**src/rtl/assert_macros.svh**
```systemverilog
// Assertion macros shared by the token classifier modules.
`ifndef ASSERT_MACROS_SVH
`define ASSERT_MACROS_SVH

// Property that must hold at every clock edge outside reset.
`define CSS_ASSERT(label, prop, msg) \
   label: assert property (@(posedge clock) disable iff (reset) (prop)) else $error(msg);

// Antecedent at one edge implies consequent at the next edge.
`define CSS_ASSERT_NEXT(label, ante, cons, msg) \
   label: assert property (@(posedge clock) disable iff (reset) (ante) |=> (cons)) \
      else $error(msg);

`endif

```
**src/rtl/css_tc_pkg.sv**
```systemverilog
// Shared types and constants for the CSS token classifier.
package css_tc_pkg;

   localparam int LENGTH_BITS_DEFAULT = 16;
   localparam int TOKEN_LENGTH_W      = 16;
   localparam int QUEUE_DEPTH         = 4;

   typedef enum logic [3:0] {
      KIND_UNKNOWN  = 4'd0,
      KIND_SPACE    = 4'd1,
      KIND_IDENT    = 4'd2,
      KIND_FUNCTION = 4'd3,
      KIND_HASH     = 4'd4,
      KIND_ATKW     = 4'd5,
      KIND_NSPREFIX = 4'd6,
      KIND_STAR     = 4'd7,
      KIND_COLON    = 4'd8,
      KIND_CLASS    = 4'd9,
      KIND_COMMENT  = 4'd10
   } kind_type;

   typedef struct packed {
      logic [7:0] text_byte;
      logic       end_of_text;
   } req_type;

   typedef struct packed {
      kind_type                    token_kind;
      logic [TOKEN_LENGTH_W-1:0]   token_length;
      logic                        last_of_run;
   } rsp_type;

   // Everything one input byte produces: one token, or two when the byte
   // both closes a token and forms an immediate one.
   typedef struct packed {
      logic    two;
      rsp_type first;
      rsp_type second;
   } rec_type;

endpackage

```
**src/rtl/css_token_classifier.sv**
```systemverilog
// Top level of the CSS token classifier: scanner, record queue, result stage.
//
//   channel | ports                          | transfer when
//   --------+--------------------------------+---------------------
//   req     | req_push, req_full, req_data   | req_push && !req_full
//   rsp     | rsp_pop, rsp_empty, rsp_data   | rsp_pop && !rsp_empty
//
// One text byte is taken every cycle that req_full is low; the scanner mode
// and length counter update in that same cycle and write at most one record
// to the queue. Results leave at one token per cycle while popped; a byte
// that closes a token and forms a colon or unknown token gives two results.
// Four records queue between scanner and result register; req_full follows
// the queue only. Synchronous reset returns to idle and empties both sides.
module css_token_classifier #(
   parameter int LENGTH_BITS = css_tc_pkg::LENGTH_BITS_DEFAULT
) (
   input  logic                clock,
   input  logic                reset,
   input  logic                req_push,
   input  css_tc_pkg::req_type req_data,
   output logic                req_full,
   output logic                rsp_empty,
   output css_tc_pkg::rsp_type rsp_data,
   input  logic                rsp_pop
);

   logic                q_push, q_full, q_pop, q_empty;
   css_tc_pkg::rec_type q_wdata, q_rdata;

   css_tc_front #(
      .LENGTH_BITS (LENGTH_BITS)
   ) u_front (
      .clock    (clock),
      .reset    (reset),
      .req_push (req_push),
      .req_data (req_data),
      .req_full (req_full),
      .q_push   (q_push),
      .q_data   (q_wdata),
      .q_full   (q_full)
   );

   css_tc_queue u_queue (
      .clock     (clock),
      .reset     (reset),
      .push      (q_push),
      .push_data (q_wdata),
      .full      (q_full),
      .pop       (q_pop),
      .pop_data  (q_rdata),
      .empty     (q_empty)
   );

   css_tc_back u_back (
      .clock     (clock),
      .reset     (reset),
      .q_empty   (q_empty),
      .q_data    (q_rdata),
      .q_pop     (q_pop),
      .rsp_empty (rsp_empty),
      .rsp_data  (rsp_data),
      .rsp_pop   (rsp_pop)
   );

endmodule

```
**src/rtl/css_tc_front.sv**
```systemverilog
// Scanner front end: tracks the token mode and emits at most one record per byte.
`include "assert_macros.svh"

module css_tc_front #(
   parameter int LENGTH_BITS = css_tc_pkg::LENGTH_BITS_DEFAULT
) (
   input  logic                clock,
   input  logic                reset,
   input  logic                req_push,
   input  css_tc_pkg::req_type req_data,
   output logic                req_full,
   output logic                q_push,
   output css_tc_pkg::rec_type q_data,
   input  logic                q_full
);

   localparam int CNT_W = (LENGTH_BITS > css_tc_pkg::TOKEN_LENGTH_W) ?
                          css_tc_pkg::TOKEN_LENGTH_W : LENGTH_BITS;

   localparam logic [7:0] CH_PIPE   = 8'h7C;
   localparam logic [7:0] CH_LPAREN = 8'h28;
   localparam logic [7:0] CH_AT     = 8'h40;
   localparam logic [7:0] CH_HASH   = 8'h23;
   localparam logic [7:0] CH_STAR   = 8'h2A;
   localparam logic [7:0] CH_DOT    = 8'h2E;
   localparam logic [7:0] CH_COLON  = 8'h3A;
   localparam logic [7:0] CH_SLASH  = 8'h2F;
   localparam logic [7:0] CH_DASH   = 8'h2D;
   localparam logic [7:0] CH_USCORE = 8'h5F;

   typedef enum logic [10:0] {
      M_IDLE    = 11'b000_0000_0001,
      M_SPACE   = 11'b000_0000_0010,
      M_IDENT   = 11'b000_0000_0100,
      M_STAR    = 11'b000_0000_1000,
      M_AT      = 11'b000_0001_0000,
      M_ATKW    = 11'b000_0010_0000,
      M_DOT     = 11'b000_0100_0000,
      M_CLASS   = 11'b000_1000_0000,
      M_HASH    = 11'b001_0000_0000,
      M_SLASH   = 11'b010_0000_0000,
      M_COMMENT = 11'b100_0000_0000
   } mode_type;

   function automatic logic is_alpha(input logic [7:0] c);
      return (c >= 8'h61 && c <= 8'h7A) || (c >= 8'h41 && c <= 8'h5A);
   endfunction

   function automatic logic is_digit(input logic [7:0] c);
      return c >= 8'h30 && c <= 8'h39;
   endfunction

   function automatic logic is_ws(input logic [7:0] c);
      return c == 8'h20 || c == 8'h09 || c == 8'h0A || c == 8'h0C || c == 8'h0D;
   endfunction

   function automatic logic is_name_start(input logic [7:0] c);
      return c == CH_DASH || c == CH_USCORE || is_alpha(c);
   endfunction

   function automatic logic is_name_char(input logic [7:0] c);
      return c == CH_USCORE || is_alpha(c) || is_digit(c);
   endfunction

   mode_type             mode_ff, mode_in;
   logic [CNT_W-1:0]     len_ff, len_in;
   logic                 star_ff, star_in;
   logic                 dash_ff, dash_in;

   logic                 accept;
   logic [7:0]           b;
   logic [CNT_W-1:0]     len_inc;

   mode_type             st_mode;
   logic                 st_dash;
   logic                 st_imm;
   css_tc_pkg::kind_type st_imm_kind;

   logic                 close_v;
   css_tc_pkg::kind_type close_kind;
   logic [CNT_W-1:0]     close_len;
   logic                 imm_v;
   logic                 do_start;
   css_tc_pkg::kind_type name_k;

   assign accept   = req_push && !req_full;
   assign req_full = q_full;
   assign b        = req_data.text_byte;
   assign len_inc  = (&len_ff) ? len_ff : len_ff + 1'b1;

   // What a byte opens when it starts a new token.
   always_comb begin
      st_mode     = M_IDLE;
      st_dash     = 1'b0;
      st_imm      = 1'b0;
      st_imm_kind = css_tc_pkg::KIND_UNKNOWN;
      if (is_ws(b)) begin
         st_mode = M_SPACE;
      end else if (is_name_start(b)) begin
         st_mode = M_IDENT;
         st_dash = (b == CH_DASH);
      end else if (b == CH_STAR) begin
         st_mode = M_STAR;
      end else if (b == CH_COLON) begin
         st_imm      = 1'b1;
         st_imm_kind = css_tc_pkg::KIND_COLON;
      end else if (b == CH_AT) begin
         st_mode = M_AT;
      end else if (b == CH_DOT) begin
         st_mode = M_DOT;
      end else if (b == CH_HASH) begin
         st_mode = M_HASH;
      end else if (b == CH_SLASH) begin
         st_mode = M_SLASH;
      end else begin
         st_imm = 1'b1;
      end
   end

   always_comb begin
      mode_in    = mode_ff;
      len_in     = len_ff;
      star_in    = star_ff;
      dash_in    = dash_ff;
      close_v    = 1'b0;
      close_kind = css_tc_pkg::KIND_UNKNOWN;
      close_len  = CNT_W'(1);
      imm_v      = 1'b0;
      do_start   = 1'b0;
      name_k     = (mode_ff == M_IDENT) ? css_tc_pkg::KIND_IDENT :
                   (mode_ff == M_ATKW)  ? css_tc_pkg::KIND_ATKW : css_tc_pkg::KIND_CLASS;

      if (accept && req_data.end_of_text) begin
         close_len = len_ff;
         unique case (mode_ff) inside
            M_IDLE: begin
            end
            M_SPACE: begin
               close_v    = 1'b1;
               close_kind = css_tc_pkg::KIND_SPACE;
            end
            M_IDENT, M_ATKW, M_CLASS: begin
               close_v    = 1'b1;
               close_kind = name_k;
            end
            M_STAR: begin
               close_v    = 1'b1;
               close_kind = css_tc_pkg::KIND_STAR;
               close_len  = CNT_W'(1);
            end
            M_HASH: begin
               close_v    = 1'b1;
               close_kind = (len_ff > CNT_W'(1)) ? css_tc_pkg::KIND_HASH :
                                                   css_tc_pkg::KIND_UNKNOWN;
            end
            M_AT, M_DOT, M_SLASH: begin
               close_v   = 1'b1;
               close_len = CNT_W'(1);
            end
            M_COMMENT: begin
               // unterminated comment flushes as unknown
               close_v = 1'b1;
            end
            default: begin
            end
         endcase
         mode_in = M_IDLE;
         len_in  = '0;
         star_in = 1'b0;
         dash_in = 1'b0;
      end else if (accept) begin
         unique case (mode_ff) inside
            M_IDLE: begin
               do_start = 1'b1;
            end
            M_SPACE: begin
               if (is_ws(b)) begin
                  len_in = len_inc;
               end else begin
                  close_v    = 1'b1;
                  close_kind = css_tc_pkg::KIND_SPACE;
                  close_len  = len_ff;
                  do_start   = 1'b1;
               end
            end
            M_IDENT, M_ATKW, M_CLASS: begin
               if ((dash_ff && b == CH_DASH) || is_name_char(b)) begin
                  dash_in = 1'b0;
                  len_in  = len_inc;
               end else if (mode_ff == M_IDENT && (b == CH_LPAREN || b == CH_PIPE)) begin
                  close_v    = 1'b1;
                  close_kind = (b == CH_LPAREN) ? css_tc_pkg::KIND_FUNCTION :
                                                  css_tc_pkg::KIND_NSPREFIX;
                  close_len  = len_inc;
                  mode_in    = M_IDLE;
                  len_in     = '0;
                  star_in    = 1'b0;
                  dash_in    = 1'b0;
               end else begin
                  close_v    = 1'b1;
                  close_kind = name_k;
                  close_len  = len_ff;
                  do_start   = 1'b1;
               end
            end
            M_STAR: begin
               close_v = 1'b1;
               if (b == CH_PIPE) begin
                  close_kind = css_tc_pkg::KIND_NSPREFIX;
                  close_len  = CNT_W'(2);
                  mode_in    = M_IDLE;
                  len_in     = '0;
               end else begin
                  close_kind = css_tc_pkg::KIND_STAR;
                  do_start   = 1'b1;
               end
            end
            M_AT, M_DOT: begin
               if (is_name_start(b)) begin
                  mode_in = (mode_ff == M_AT) ? M_ATKW : M_CLASS;
                  len_in  = CNT_W'(2);
                  dash_in = (b == CH_DASH);
               end else begin
                  close_v  = 1'b1;
                  do_start = 1'b1;
               end
            end
            M_HASH: begin
               if (b == CH_DASH || is_name_char(b)) begin
                  len_in = len_inc;
               end else begin
                  close_v    = 1'b1;
                  close_kind = (len_ff > CNT_W'(1)) ? css_tc_pkg::KIND_HASH :
                                                      css_tc_pkg::KIND_UNKNOWN;
                  close_len  = len_ff;
                  do_start   = 1'b1;
               end
            end
            M_SLASH: begin
               if (b == CH_STAR) begin
                  mode_in = M_COMMENT;
                  len_in  = CNT_W'(2);
                  star_in = 1'b0;
               end else begin
                  close_v  = 1'b1;
                  do_start = 1'b1;
               end
            end
            M_COMMENT: begin
               if (star_ff && b == CH_SLASH) begin
                  close_v    = 1'b1;
                  close_kind = css_tc_pkg::KIND_COMMENT;
                  close_len  = len_inc;
                  mode_in    = M_IDLE;
                  len_in     = '0;
                  star_in    = 1'b0;
               end else begin
                  len_in  = len_inc;
                  star_in = (b == CH_STAR);
               end
            end
            default: begin
               mode_in = M_IDLE;
            end
         endcase

         if (do_start) begin
            mode_in = st_mode;
            len_in  = CNT_W'(1);
            star_in = 1'b0;
            dash_in = st_dash;
            imm_v   = st_imm;
         end
      end
   end

   always_comb begin
      q_push                     = close_v || imm_v;
      q_data.two                 = close_v && imm_v;
      q_data.first.token_kind    = close_v ? close_kind : st_imm_kind;
      q_data.first.token_length  = close_v ? css_tc_pkg::TOKEN_LENGTH_W'(close_len) :
                                             css_tc_pkg::TOKEN_LENGTH_W'(1);
      q_data.first.last_of_run   = !(close_v && imm_v);
      q_data.second.token_kind   = st_imm_kind;
      q_data.second.token_length = css_tc_pkg::TOKEN_LENGTH_W'(1);
      q_data.second.last_of_run  = 1'b1;
   end

   always_ff @(posedge clock) begin
      if (reset) begin
         mode_ff <= M_IDLE;
         len_ff  <= '0;
         star_ff <= 1'b0;
         dash_ff <= 1'b0;
      end else begin
         mode_ff <= mode_in;
         len_ff  <= len_in;
         star_ff <= star_in;
         dash_ff <= dash_in;
      end
   end

   `CSS_ASSERT_NEXT(a_flush_idle, accept && req_data.end_of_text, mode_ff == M_IDLE, "flush left a token open")
   `CSS_ASSERT(a_no_push_full, !(q_push && q_full), "record written into full queue")

endmodule

```
**src/rtl/css_tc_queue.sv**
```systemverilog
// Short record queue between the scanner and the result stage.
`include "assert_macros.svh"

module css_tc_queue (
   input  logic                clock,
   input  logic                reset,
   input  logic                push,
   input  css_tc_pkg::rec_type push_data,
   output logic                full,
   input  logic                pop,
   output css_tc_pkg::rec_type pop_data,
   output logic                empty
);

   localparam int DEPTH = css_tc_pkg::QUEUE_DEPTH;
   localparam int PTR_W = $clog2(DEPTH);
   localparam int CNT_W = $clog2(DEPTH + 1);

   css_tc_pkg::rec_type mem_ff [DEPTH];
   logic [PTR_W-1:0]    wr_ptr_ff, wr_ptr_in;
   logic [PTR_W-1:0]    rd_ptr_ff, rd_ptr_in;
   logic [CNT_W-1:0]    count_ff, count_in;
   logic                do_push, do_pop;

   assign full     = (count_ff == CNT_W'(DEPTH));
   assign empty    = (count_ff == '0);
   assign do_push  = push && !full;
   assign do_pop   = pop && !empty;
   assign pop_data = mem_ff[rd_ptr_ff];

   always_comb begin
      wr_ptr_in = wr_ptr_ff;
      rd_ptr_in = rd_ptr_ff;
      count_in  = count_ff;
      if (do_push) begin
         wr_ptr_in = (wr_ptr_ff == PTR_W'(DEPTH - 1)) ? '0 : wr_ptr_ff + 1'b1;
      end
      if (do_pop) begin
         rd_ptr_in = (rd_ptr_ff == PTR_W'(DEPTH - 1)) ? '0 : rd_ptr_ff + 1'b1;
      end
      if (do_push && !do_pop) begin
         count_in = count_ff + 1'b1;
      end else if (do_pop && !do_push) begin
         count_in = count_ff - 1'b1;
      end
   end

   always_ff @(posedge clock) begin
      if (do_push) begin
         mem_ff[wr_ptr_ff] <= push_data;
      end
   end

   always_ff @(posedge clock) begin
      if (reset) begin
         wr_ptr_ff <= '0;
         rd_ptr_ff <= '0;
         count_ff  <= '0;
      end else begin
         wr_ptr_ff <= wr_ptr_in;
         rd_ptr_ff <= rd_ptr_in;
         count_ff  <= count_in;
      end
   end

   `CSS_ASSERT(a_count_range, count_ff <= CNT_W'(DEPTH), "queue count beyond depth")
   `CSS_ASSERT_NEXT(a_count_up, do_push && !do_pop, count_ff == $past(count_ff) + 1'b1, "count missed a write")

endmodule

```
**src/rtl/css_tc_back.sv**
```systemverilog
// Result stage: unpacks records into single tokens behind an output register.
`include "assert_macros.svh"

module css_tc_back (
   input  logic                clock,
   input  logic                reset,
   input  logic                q_empty,
   input  css_tc_pkg::rec_type q_data,
   output logic                q_pop,
   output logic                rsp_empty,
   output css_tc_pkg::rsp_type rsp_data,
   input  logic                rsp_pop
);

   css_tc_pkg::rec_type hold_ff, hold_in;
   logic                valid_ff, valid_in;
   logic                second_ff, second_in;
   logic                take, done, load;

   assign rsp_empty = !valid_ff;
   assign rsp_data  = second_ff ? hold_ff.second : hold_ff.first;
   assign take      = rsp_pop && valid_ff;
   assign done      = take && (second_ff || !hold_ff.two);
   assign load      = (!valid_ff || done) && !q_empty;
   assign q_pop     = load;

   always_comb begin
      hold_in   = hold_ff;
      valid_in  = valid_ff;
      second_in = second_ff;
      if (load) begin
         hold_in   = q_data;
         valid_in  = 1'b1;
         second_in = 1'b0;
      end else if (done) begin
         valid_in  = 1'b0;
         second_in = 1'b0;
      end else if (take) begin
         // first of a pair went out, show the immediate token next
         second_in = 1'b1;
      end
   end

   always_ff @(posedge clock) begin
      hold_ff <= hold_in;
   end

   always_ff @(posedge clock) begin
      if (reset) begin
         valid_ff  <= 1'b0;
         second_ff <= 1'b0;
      end else begin
         valid_ff  <= valid_in;
         second_ff <= second_in;
      end
   end

   `CSS_ASSERT(a_second_pair, !second_ff || (valid_ff && hold_ff.two), "second token without a pair")
   `CSS_ASSERT_NEXT(a_pair_advance, take && !second_ff && hold_ff.two, valid_ff && second_ff, "pair lost its second token")

endmodule

```
**config.mk**
```make
export PLATFORM = sky130hd
export DESIGN_NAME = css_token_classifier
export DESIGN_NICKNAME = d
export VERILOG_FILES = /design/src/rtl/css_tc_pkg.sv /design/src/rtl/css_token_classifier.sv /design/src/rtl/css_tc_front.sv /design/src/rtl/css_tc_queue.sv /design/src/rtl/css_tc_back.sv
export VERILOG_INCLUDE_DIRS = /design/src /design/src/rtl
export SDC_FILE = /design/constraint.sdc
export NUM_CORES = 1
export LEC_CHECK = 0
export ABC_AREA = 0
export BUFFER_PORTS_ARGS = -buffer_cell sky130_fd_sc_hd__buf_2
export CAP_MARGIN = 20
export CORE_ASPECT_RATIO = 0.9
export CORE_MARGIN = 2
export CORE_UTILIZATION = 40
export DETAILED_ROUTE_END_ITERATION = 12
export GPL_TIMING_DRIVEN = 0
export SETUP_SLACK_MARGIN = 0.4
export SLEW_MARGIN = 20
export SYNTH_ARGS = -nofsm -noshare
export SYNTH_HDL_FRONTEND = slang
export SYNTH_SLANG_ARGS = --single-unit
```
**constraint.sdc**
```tcl
create_clock -name clock -period 5.2 [get_ports clock]
set_input_delay 0 -clock clock [delete_from_list [all_inputs] [get_ports clock]]
set_output_delay 0 -clock clock [all_outputs]
set_load 0.01 [all_outputs]
```
==> flow_metrics.env, run 1 <==
export IMPL_final_common_cell="edfxtp_1"
export IMPL_drc=0
export IMPL_max_clock_freq_mhz=237
export IMPL_worstPathMaxFanout=10
export IMPL_final_setup_viol_count=0
export IMPL_drtAntennaViolNets=0
export IMPL_track_usage=0.200
export IMPL_worstHoldStart="req_data[6]"
export IMPL_async_flop_share=0
export IMPL_power_leakage_nw=3.05
export IMPL_die_area_um2=20800
export IMPL_grt_pass1_vias=5705
export IMPL_layout_common_cells="edfxtp_1 (115), nor2_1 (59), nand2_1 (50)"
export IMPL_end_kind="flip-flop"
export IMPL_die_x_um=152
export IMPL_hpwl_um=14500
export IMPL_powerDensity_nw_per_um2=390
export IMPL_layout_nets=780
export IMPL_clock_latency_ns=0.43
export IMPL_syn_area_per_cell_um2=11.2
export IMPL_crit_path_start="u_front.mode_ff[4]"
export IMPL_synth_area_um2=7870
export IMPL_drv_cap=0
export IMPL_syn2layout_area_growth_pct=14.5
export IMPL_clock_sinks=153
export IMPL_period_needed_ns=4.21
export IMPL_cts_hold_buffers=2
export IMPL_yosysWarnings=0
export IMPL_r2r_start="u_front.mode_ff[4]"
export IMPL_drtIter0Drc=566
export IMPL_wl_per_cell_um=19.8
export IMPL_critical_path_class="reg2reg"
export IMPL_pin_count=36
export IMPL_skew_ns=0.0166
export IMPL_antenna_found_initial=0
export IMPL_wl_um=20200
export IMPL_yosys_cell_types_count=76
export IMPL_gr_total_overflow=0
export IMPL_diodes=0
export IMPL_h_tree_depth=4
export IMPL_cp_arrival_ns=4.56
export IMPL_start_kind="flip-flop"
export IMPL_hold_viol=0
export IMPL_rsz0062_at_grt="false"
export IMPL_syn_nets=726
export IMPL_start_util=0.410
export IMPL_vias_per_cell=5.86
export IMPL_clk_root_buffer_cell="clkbuf_16"
export IMPL_synth_seq_area_share=0.535
export IMPL_drive_above_1_share=0.177
export IMPL_clock_path_buffers=2
export IMPL_ys_ff_latch=153
export IMPL_hp_class="in2reg"
export IMPL_vias=5981
export IMPL_netlist_instances=703
export IMPL_cts_clk_slew_worst_paths_ns=0.06
export IMPL_die_h_um=137
export IMPL_synth_edf_count=115
export IMPL_critical_path_required_ns=5.55
export IMPL_slew_violations=0
export IMPL_r2r_slack_ns=0.99
export IMPL_core_area_um2=19200
export IMPL_cts_tree="yes"
export IMPL_fill_cells=1789
export IMPL_synth_top_flop_cell="edfxtp_1"
export IMPL_fin_ws_ns=0.985
export IMPL_numPortBuffers=32
export IMPL_peakVddDrop_v=0.000211
export IMPL_period_share=0.811
export IMPL_rows=48
export IMPL_post_cts_setup_buffers=0
export IMPL_post_place_ws_ns=1.13
export IMPL_tightest_slew_ns=1.06
export IMPL_grt_pass1_wl_um=31800
export IMPL_slew_headroom=0.285
export IMPL_firstDrtPassIters=5
export IMPL_cts_buffers_inserted=17
export IMPL_ctsResizeCount=0
export IMPL_tns_ns=0
export IMPL_status="completed"
export IMPL_gp_congestion=0.943
export IMPL_grt_max_degree=24
-- per-layer routing --
metal | vias to the layer above | track usage | routed length [um]
li1 | 2797 | - | -
met1 | 2905 | 0.267 | 9160
met2 | 242 | 0.329 | 9330
met3 | 37 | 0.0402 | 1250
met4 | 0 | 0.0722 | 432
met5 | - | 0 | 0
-- synth_stat cells (all sizes together) (11+ instances only) --
| cell | instances | area (um^2) |
|---|---|---|
| a21oi | 41 | 209 |
| a31oi | 11 | 75.1 |
| buf | 17 | 92.6 |
| clkbuf | 26 | 97.6 |
| dfxtp | 38 | 761 |
| edfxtp | 115 | 3450 |
| inv | 18 | 67.6 |
| mux4 | 23 | 518 |
| nand2 | 50 | 188 |
| nand2b | 11 | 68.8 |
| nand3 | 36 | 190 |
| nand4 | 14 | 87.6 |
| nor2 | 60 | 228 |
| nor2b | 28 | 175 |
| nor3 | 16 | 90.1 |
| nor4 | 13 | 109 |
| o211ai | 11 | 82.6 |
| o21ai | 33 | 169 |
| or3 | 12 | 75.1 |
-- worst max-delay path, stage by stage (launching register included) --
cell      delay [ns]
dfxtp_1         0.30
clkbuf_1        0.19
nor3_2          0.40
nand2_1         0.19
o41ai_1         0.76
nor3_1          0.18
a211o_1         0.29
buf_6           0.16
a21boi_4        0.19
inv_1           0.13
ha_1            0.21
inv_1           0.08
fa_1            0.43
xor2_1          0.17
or3_1           0.31
a21oi_1         0.14
-- sequential cells by signal, indices dropped and copies added, names as in the netlist --
signal             count
u_queue.wr_ptr_ff      2
u_front.len_ff        16
u_queue.mem_ff        92
u_back.hold_ff        23
u_back.second_ff       1
u_queue.rd_ptr_ff      2
u_front.mode_ff       11
u_front.dash_ff        1
u_queue.count_ff       3
u_back.valid_ff        1
u_front.star_ff        1
-- kinds of logic (layout without fill, tap and decap cells) --
| logic type | after synthesis | count (layout) | share of synthesized area |
|---|---|---|---|
| AND/OR/NAND/NOR | 291 | 291 | 0.202 |
| AO/OA/AOI/OAI | 150 | 150 | 0.129 |
| adder cells (fa/ha/maj) | 10 | 10 | 0.0169 |
| buffers and inverters | 61 | 128 | 0.0327 |
| multiplexers | 31 | 31 | 0.0763 |
| flip-flops | 153 | 153 | 0.535 |
| XOR/XNOR | 7 | 7 | 0.00779 |
-- area by class of cell --
cell class | instances | area [um^2] | area share
Clock buffer | 18 | 439 | 0.0487
Clock inverter | 14 | 138 | 0.0153
Buffer | 43 | 190 | 0.0211
Inverter | 18 | 67.6 | 0.00750
Tap cell | 250 | 313 | 0.0347
Timing Repair Buffer | 35 | 208 | 0.0230
Multi-Input combinational cell | 489 | 3440 | 0.382
Sequential cell | 153 | 4210 | 0.468
-- report_power, final --
group          leakage, nW  internal (mW)  switching [mW]
clock                0.278          0.683           0.517
combinational         1.34          0.341           0.446
sequential            1.44           1.48          0.0472
total                 3.05           2.51            1.01
-- metrics by stage --
| step | power, mW | cells | hold WS [ns] | area [um^2] | utilization |
|---|---|---|---|---|---|
| finish | 3.52 | 1020 | 0.0313 | 9010 | 0.469 |
| global route | 3.69 | 1020 | 0.0610 | 9010 | 0.469 |
| CTS | 3.56 | 1020 | 0.00264 | 9010 | 0.469 |
| detailed placement | 2.35 | 986 | 0.365 | 8420 | 0.438 |
| global placement | 2.29 | 985 | 0.355 | 8340 | 0.434 |
| floorplan | 2.06 | 703 | 0.213 | 7870 | - |
-- worst paths after layout --
path / to / cells past startpoint
setup / recovery: u_queue.count_ff[2] / 15
hold / removal: u_front.mode_ff[4] / 3
setup reg to reg: u_queue.count_ff[2] / 15
hold reg to reg: u_queue.count_ff[2] / 2
Note: power is estimated with default switching activity, not from simulation.
==> inputs of run 2 (changes only) <==
==> constraint.sdc (replaced) <==
create_clock -name clock -period 3.8 [get_ports clock]
set_input_delay 0 -clock clock [delete_from_list [all_inputs] [get_ports clock]]
set_output_delay 0 -clock clock [all_outputs]
set_load 0.01 [all_outputs]
==> run 2 against run 1 <==
Power is 39% higher. Via count is 0.97% higher. Register-to-register slack worse by 0.70 ns. Maximum frequency is 20% higher. Clock-buffer cell count is 1 lower. First-iteration DRC count is 11% higher. Sequential share of layout area is 2.3 points lower. Worst hold slack worse by 0.0023 ns. Combinational power is 41% higher.
==> flow_metrics.env, run 2 (synthesized netlist as in run 1, its figures left out) <==
export IMPL_cts_buffers_inserted=17
export IMPL_fill_cells=1718
export IMPL_antenna_found_initial=0
export IMPL_seqPwrFrac=0.428
export IMPL_tightest_slew_ns=1.03
export IMPL_drive_above_1_share=0.240
export IMPL_max_clock_freq_mhz=284
export IMPL_crit_path_start="u_front.mode_ff[1]"
export IMPL_period_needed_ns=3.52
export IMPL_worstPathMaxFanout=3
export IMPL_switching_share=0.295
export IMPL_p_total_mw=4.90
export IMPL_final_setup_viol_count=0
export IMPL_final_seq_area_um2=4220
export IMPL_gp_congestion=0.897
export IMPL_r2r_start="u_front.mode_ff[1]"
export IMPL_top_regs="u_queue.mem_ff (92), u_back.hold_ff (23), u_front.len_ff (16)"
export IMPL_grt_max_degree=24
export IMPL_wl_per_cell_um=19.6
export IMPL_p_int_mw=3.46
export IMPL_r2r_slack_ns=0.28
export IMPL_hp_class="in2reg"
export IMPL_hpwl_um=14500
export IMPL_track_usage=0.201
export IMPL_period_share=0.926
export IMPL_powerDensity_nw_per_um2=516
export IMPL_vias_per_cell=5.80
export IMPL_power_leakage_nw=3.22
export IMPL_syn2layout_area_growth_pct=20.5
export IMPL_die_h_um=137
export IMPL_critical_path_class="reg2reg"
export IMPL_regMostFlops="u_queue.mem_ff"
export IMPL_layout_common_cells="edfxtp_1 (115), nor2_1 (55), nand2_1 (50)"
export IMPL_die_area_um2=20800
export IMPL_rsz0062_at_grt="true"
export IMPL_peakVddDrop_v=0.000312
export IMPL_multi_input_area_um2=3670
export IMPL_p_switching_mw=1.44
export IMPL_grt_pass1_vias=5880
export IMPL_grt_pass1_wl_um=32300
export IMPL_clock_latency_ns=0.44
export IMPL_start_util=0.410
export IMPL_drtIter0Drc=630
export IMPL_final_common_cell="edfxtp_1"
export IMPL_gr_total_overflow=0
export IMPL_hold_viol=0
export IMPL_rows=48
export IMPL_h_tree_depth=4
export IMPL_ff2ff_path_depth=15
export IMPL_clk_root_buffer_cell="clkbuf_16"
export IMPL_drtAntennaViolNets=0
export IMPL_firstDrtPassIters=5
export IMPL_status="completed"
export IMPL_place_area_um2=8500
export IMPL_vias=6039
export IMPL_setup_worst_path_end="u_queue.count_ff[2]"
export IMPL_clock_sinks=153
export IMPL_pwr_share_clk=0.344
export IMPL_final_cell_area_um2=9490
export IMPL_wl_um=20500
export IMPL_start_kind="flip-flop"
export IMPL_die_x_um=152
export IMPL_core_area_um2=19200
export IMPL_critical_path_required_ns=4.16
export IMPL_hold_ws_ns=0.0290
export IMPL_worst_r2r_endpoint="u_queue.count_ff[2]"
export IMPL_end_kind="flip-flop"
export IMPL_diodes=0
export IMPL_clock_path_buffers=2
export IMPL_numPortBuffers=32
export IMPL_cts_tree="yes"
export IMPL_pin_count=36
export IMPL_skew_ns=0.0189
export IMPL_cp_arrival_ns=3.88
export IMPL_slew_headroom=0.310
export IMPL_drv_cap=0
export IMPL_p_comb_frac=0.228
export IMPL_slew_violations=0
export IMPL_drc=0
export IMPL_layout_nets=802
export IMPL_cts_clk_slew_worst_paths_ns=0.07
export IMPL_largest_reg_flops=92
==> run 2: metal layers <==
metal / track usage / routed length (um)
met5: 0 / 0
met4: 0.0675 / 263
met3: 0.0380 / 1030
met2: 0.330 / 9760
met1: 0.271 / 9410
==> run 2: how the worst min path moves through the flow <==
| stage | to | cells past startpoint | slack [ns] | from |
|---|---|---|---|---|
| floorplan | u_front.mode_ff[4] | 2 | 0.21 | req_data[6] |
| CTS | u_front.dash_ff | 4 | 0.02 | req_push |
| global route | u_front.mode_ff[10] | 3 | 0.04 | reset |
| global placement | u_front.mode_ff[6] | 2 | 0.36 | req_data[1] |
| finish | u_front.dash_ff | 4 | 0.03 | req_push |
| detailed placement | u_front.mode_ff[6] | 2 | 0.34 | req_data[1] |
==> run 2: power by group through the flow <==
stage | clock [mW] | sequential, mW | combinational, mW
global placement | 0 | 2.13 | 0.999
CTS | 1.70 | 2.10 | 1.12
detailed placement | 0 | 2.14 | 1.09
floorplan | 0 | 2.11 | 0.705
global route | 1.77 | 2.12 | 1.22
finish | 1.69 | 2.10 | 1.11
==> run 2: layout make-up <==
class | count | area share
repair buffers | 57 | 0.0455
clock inverters | 15 | 0.0166
multi-input cells | 489 | 0.386
plain buffers | 43 | 0.0219
flip-flops and latches | 153 | 0.445
inverters | 18 | 0.00712
clock buffers | 17 | 0.0448
well taps | 250 | 0.0330
==> run 2: repair_timing <==
action	in CTS	in global routing
endpoints found under the setup margin	60	184
setup buffers	11	5
gates resized for setup	23	37
gates cloned	0	0
hold endpoints to repair	4	0
pin swaps	9	9
hold buffers	4	0
==> run 2: critical path: stages, from the launching register on <==
cell and delay, ns:
dfxtp_2 0.32, buf_6 0.11, or4_4 0.54, or4_4 0.56, nor2_4 0.12, a211oi_2 0.05, a211o_1 0.29, buf_6 0.12
a21boi_4 0.14, inv_2 0.10, ha_4 0.13, inv_2 0.04, fa_2 0.33, xor2_1 0.16, or3_1 0.32, a21oi_2 0.13
==> run 2: per-stage QoR <==
step / util / std cells / TNS [ns] / worst slack [ns]
floorplan: - / 703 / 0 / 0.0905
global placement: 0.434 / 985 / -106.38 / -1.17
detailed placement: 0.442 / 990 / -0.300 / -0.282
CTS: 0.484 / 1037 / 0 / 0.0944
global route: 0.494 / 1042 / 0 / 0.186
finish: 0.494 / 1042 / 0 / 0.282
==> inputs of run 3 (changes only) <==
==> constraint.sdc (replaced) <==
create_clock -name clock -period 4.28 [get_ports clock]
set_input_delay 0 -clock clock [delete_from_list [all_inputs] [get_ports clock]]
set_output_delay 0 -clock clock [all_outputs]
set_load 0.01 [all_outputs]
==> run 3 against run 2 <==
Maximum frequency shrank 5.5%. Clock-buffer cell count up 1. Setup slack improved by 0.28 ns. Power decreased by 12%. Largest cell class unchanged.
==> flow_metrics.env, run 3 (synthesized netlist as in run 1, its figures left out) <==
export IMPL_final_setup_viol_count=0
export IMPL_slew_headroom=0.286
export IMPL_cts_buffers_inserted=17
export IMPL_critical_path_required_ns=4.64
export IMPL_grt_pass1_wl_um=31900
export IMPL_drc=0
export IMPL_cp_arrival_ns=4.08
export IMPL_antenna_found_initial=0
export IMPL_drv_cap=0
export IMPL_final_common_cell="edfxtp_1"
export IMPL_p_switching_mw=1.24
export IMPL_tightest_slew_ns=1.06
export IMPL_worst_r2r_endpoint="u_queue.count_ff[2]"
export IMPL_ff2ff_path_depth=15
export IMPL_grtUsageMet2=0.334
export IMPL_clk_root_buffer_cell="clkbuf_16"
export IMPL_numPortBuffers=32
export IMPL_drtIter0Drc=501
export IMPL_grt_max_degree=24
export IMPL_slowest_delay_ns=0.58
export IMPL_whs_path_depth=3
export IMPL_wl_um=20400
export IMPL_wl_per_cell_um=19.8
export IMPL_track_usage=0.201
export IMPL_grt_pass1_vias=5700
export IMPL_cpMaxStageDelayCell="or4_4"
export IMPL_worstPathMaxFanout=7
export IMPL_rsz0062_at_grt="false"
export IMPL_pwr_share_clk=0.339
export IMPL_h_tree_depth=4
export IMPL_cts_tree="yes"
export IMPL_r2r_slack_ns=0.56
export IMPL_layout_common_cells="edfxtp_1 (115), nor2_1 (57), nand2_1 (50)"
export IMPL_period_share=0.869
export IMPL_peakVddDrop_v=0.000259
export IMPL_cts_clk_slew_worst_paths_ns=0.07
export IMPL_p_comb_frac=0.229
export IMPL_firstDrtPassIters=5
export IMPL_switching_share=0.288
export IMPL_hold_viol=0
export IMPL_start_util=0.410
export IMPL_core_area_um2=19200
export IMPL_hold_ws_ns=0.0275
export IMPL_pin_count=36
export IMPL_powerDensity_nw_per_um2=468
export IMPL_rows=48
export IMPL_grt_busiest_layer="met2"
export IMPL_post_place_ws_ns=0.211
export IMPL_gp_congestion=0.943
export IMPL_top_regs="u_queue.mem_ff (92), u_back.hold_ff (23), u_front.len_ff (16)"
export IMPL_max_clock_freq_mhz=269
export IMPL_multi_input_area_um2=3530
export IMPL_clock_latency_ns=0.43
export IMPL_cp_cell_sequence="buf_8, or4_4, or4_4, nor2_4, a211oi_1, a211o_1, buf_6, a21boi_4, inv_2, ha_4, inv_1, fa_2, xor2_1, or3_1, a21oi_2"
export IMPL_die_h_um=137
export IMPL_period_needed_ns=3.72
export IMPL_fill_cells=1774
export IMPL_worstHoldStart="req_data[6]"
export IMPL_critical_path_class="reg2reg"
export IMPL_r2r_start="u_front.mode_ff[0]"
export IMPL_hold_path_end="u_front.mode_ff[4]"
export IMPL_syn2layout_area_growth_pct=16.8
export IMPL_regMostFlops="u_queue.mem_ff"
export IMPL_crit_top_cell="or4_4"
export IMPL_hp_class="in2reg"
export IMPL_skew_ns=0.0216
export IMPL_largest_reg_flops=92
export IMPL_start_kind="flip-flop"
export IMPL_drtAntennaViolNets=0
export IMPL_layout_nets=791
export IMPL_clock_sinks=153
export IMPL_p_int_mw=3.07
export IMPL_diodes=0
export IMPL_end_kind="flip-flop"
export IMPL_slew_violations=0
export IMPL_status="completed"
export IMPL_grtUsageMet3=0.0383
export IMPL_die_x_um=152
export IMPL_clock_path_buffers=2
export IMPL_seqPwrFrac=0.432
export IMPL_vias_per_cell=5.88
export IMPL_power_leakage_nw=3.13
export IMPL_use_met1=0.269
export IMPL_drive_above_1_share=0.207
export IMPL_final_seq_area_um2=4220
export IMPL_fin_ws_ns=0.559
export IMPL_vias=6059
export IMPL_gr_total_overflow=0
export IMPL_hpwl_um=14500
export IMPL_die_area_um2=20800
[run 3: changes by cell type in the layout (fill, tap and decap cells not counted), moves of 3 or more]
cell | before | now
buf_6 | 4 | 1
buf_12 | 4 | 0
a31oi_2 | 4 | 1
a31oi_1 | 5 | 10
buf_4 | 15 | 12
[run 3: final cells by class]
type | count | area share
buffer | 43 | 0.0218
timing repair buffer | 46 | 0.0316
clock inverter | 14 | 0.0150
inverter | 18 | 0.00735
clock buffer | 18 | 0.0478
multi-input combinational | 489 | 0.384
tap | 250 | 0.0340
sequential | 153 | 0.458
[run 3: critical path, delay by kind of cell, from the launching register on]
family	cells	cell delay, ns
flip-flops	1	0.33
XOR/XNOR	1	0.18
buffers and inverters	4	0.39
AO/OA/AOI/OAI	4	0.64
adder cells (fa/ha/maj)	2	0.46
AND/OR/NAND/NOR	4	1.64
[run 3: timing repair]
item                                    CTS  global route
pin swaps                                 2             8
endpoints found under the setup margin    2            97
setup buffers                             3             8
endpoints found under the hold margin     2             0
hold buffers                              2             0
resized for setup                         6            21
[run 3: how the worst max path moves through the flow]
| stage | to | startpoint |
|---|---|---|
| 6_report | u_queue.count_ff[2] | u_front.mode_ff[0] |
| 5_1_grt | u_queue.mem_ff[3][8] | u_front.mode_ff[8] |
| 4_1_cts | u_queue.count_ff[2] | u_front.mode_ff[0] |
| 3_5_place_dp | u_queue.count_ff[2] | u_front.mode_ff[10] |
| 3_3_place_gp | u_queue.mem_ff[2][13] | u_front.mode_ff[10] |
| 2_1_floorplan | u_queue.mem_ff[0][10] | u_front.mode_ff[0] |
[run 3: power by group through the flow]
stage | combinational [mW] | clock [mW] | sequential [mW]
final | 0.986 | 1.46 | 1.86
after global placement | 0.888 | 0 | 1.89
after floorplan | 0.627 | 0 | 1.88
after global routing | 1.07 | 1.56 | 1.88
after detailed placement | 0.965 | 0 | 1.89
after CTS | 0.976 | 1.49 | 1.86
[run 3: stage by stage]
step | power [mW] | utilization | instance area [um^2] | TNS [ns] | cells
floorplan | 2.50 | - | 7870 | 0 | 703
global placement | 2.78 | 0.434 | 8340 | -54.25 | 985
detailed placement | 2.86 | 0.438 | 8420 | 0 | 986
CTS | 4.33 | 0.472 | 9060 | 0 | 1023
global route | 4.51 | 0.478 | 9200 | 0 | 1031
finish | 4.31 | 0.478 | 9200 | 0 | 1031
[run 3: routing by layer]
metal  share of wire  wire length [um]  vias up
li1                -                 -     2825
met5               0                 0        -
met4           0.016               334        0
met1            0.46              9400     2993
met2            0.47              9610      204
met3           0.050              1020       37
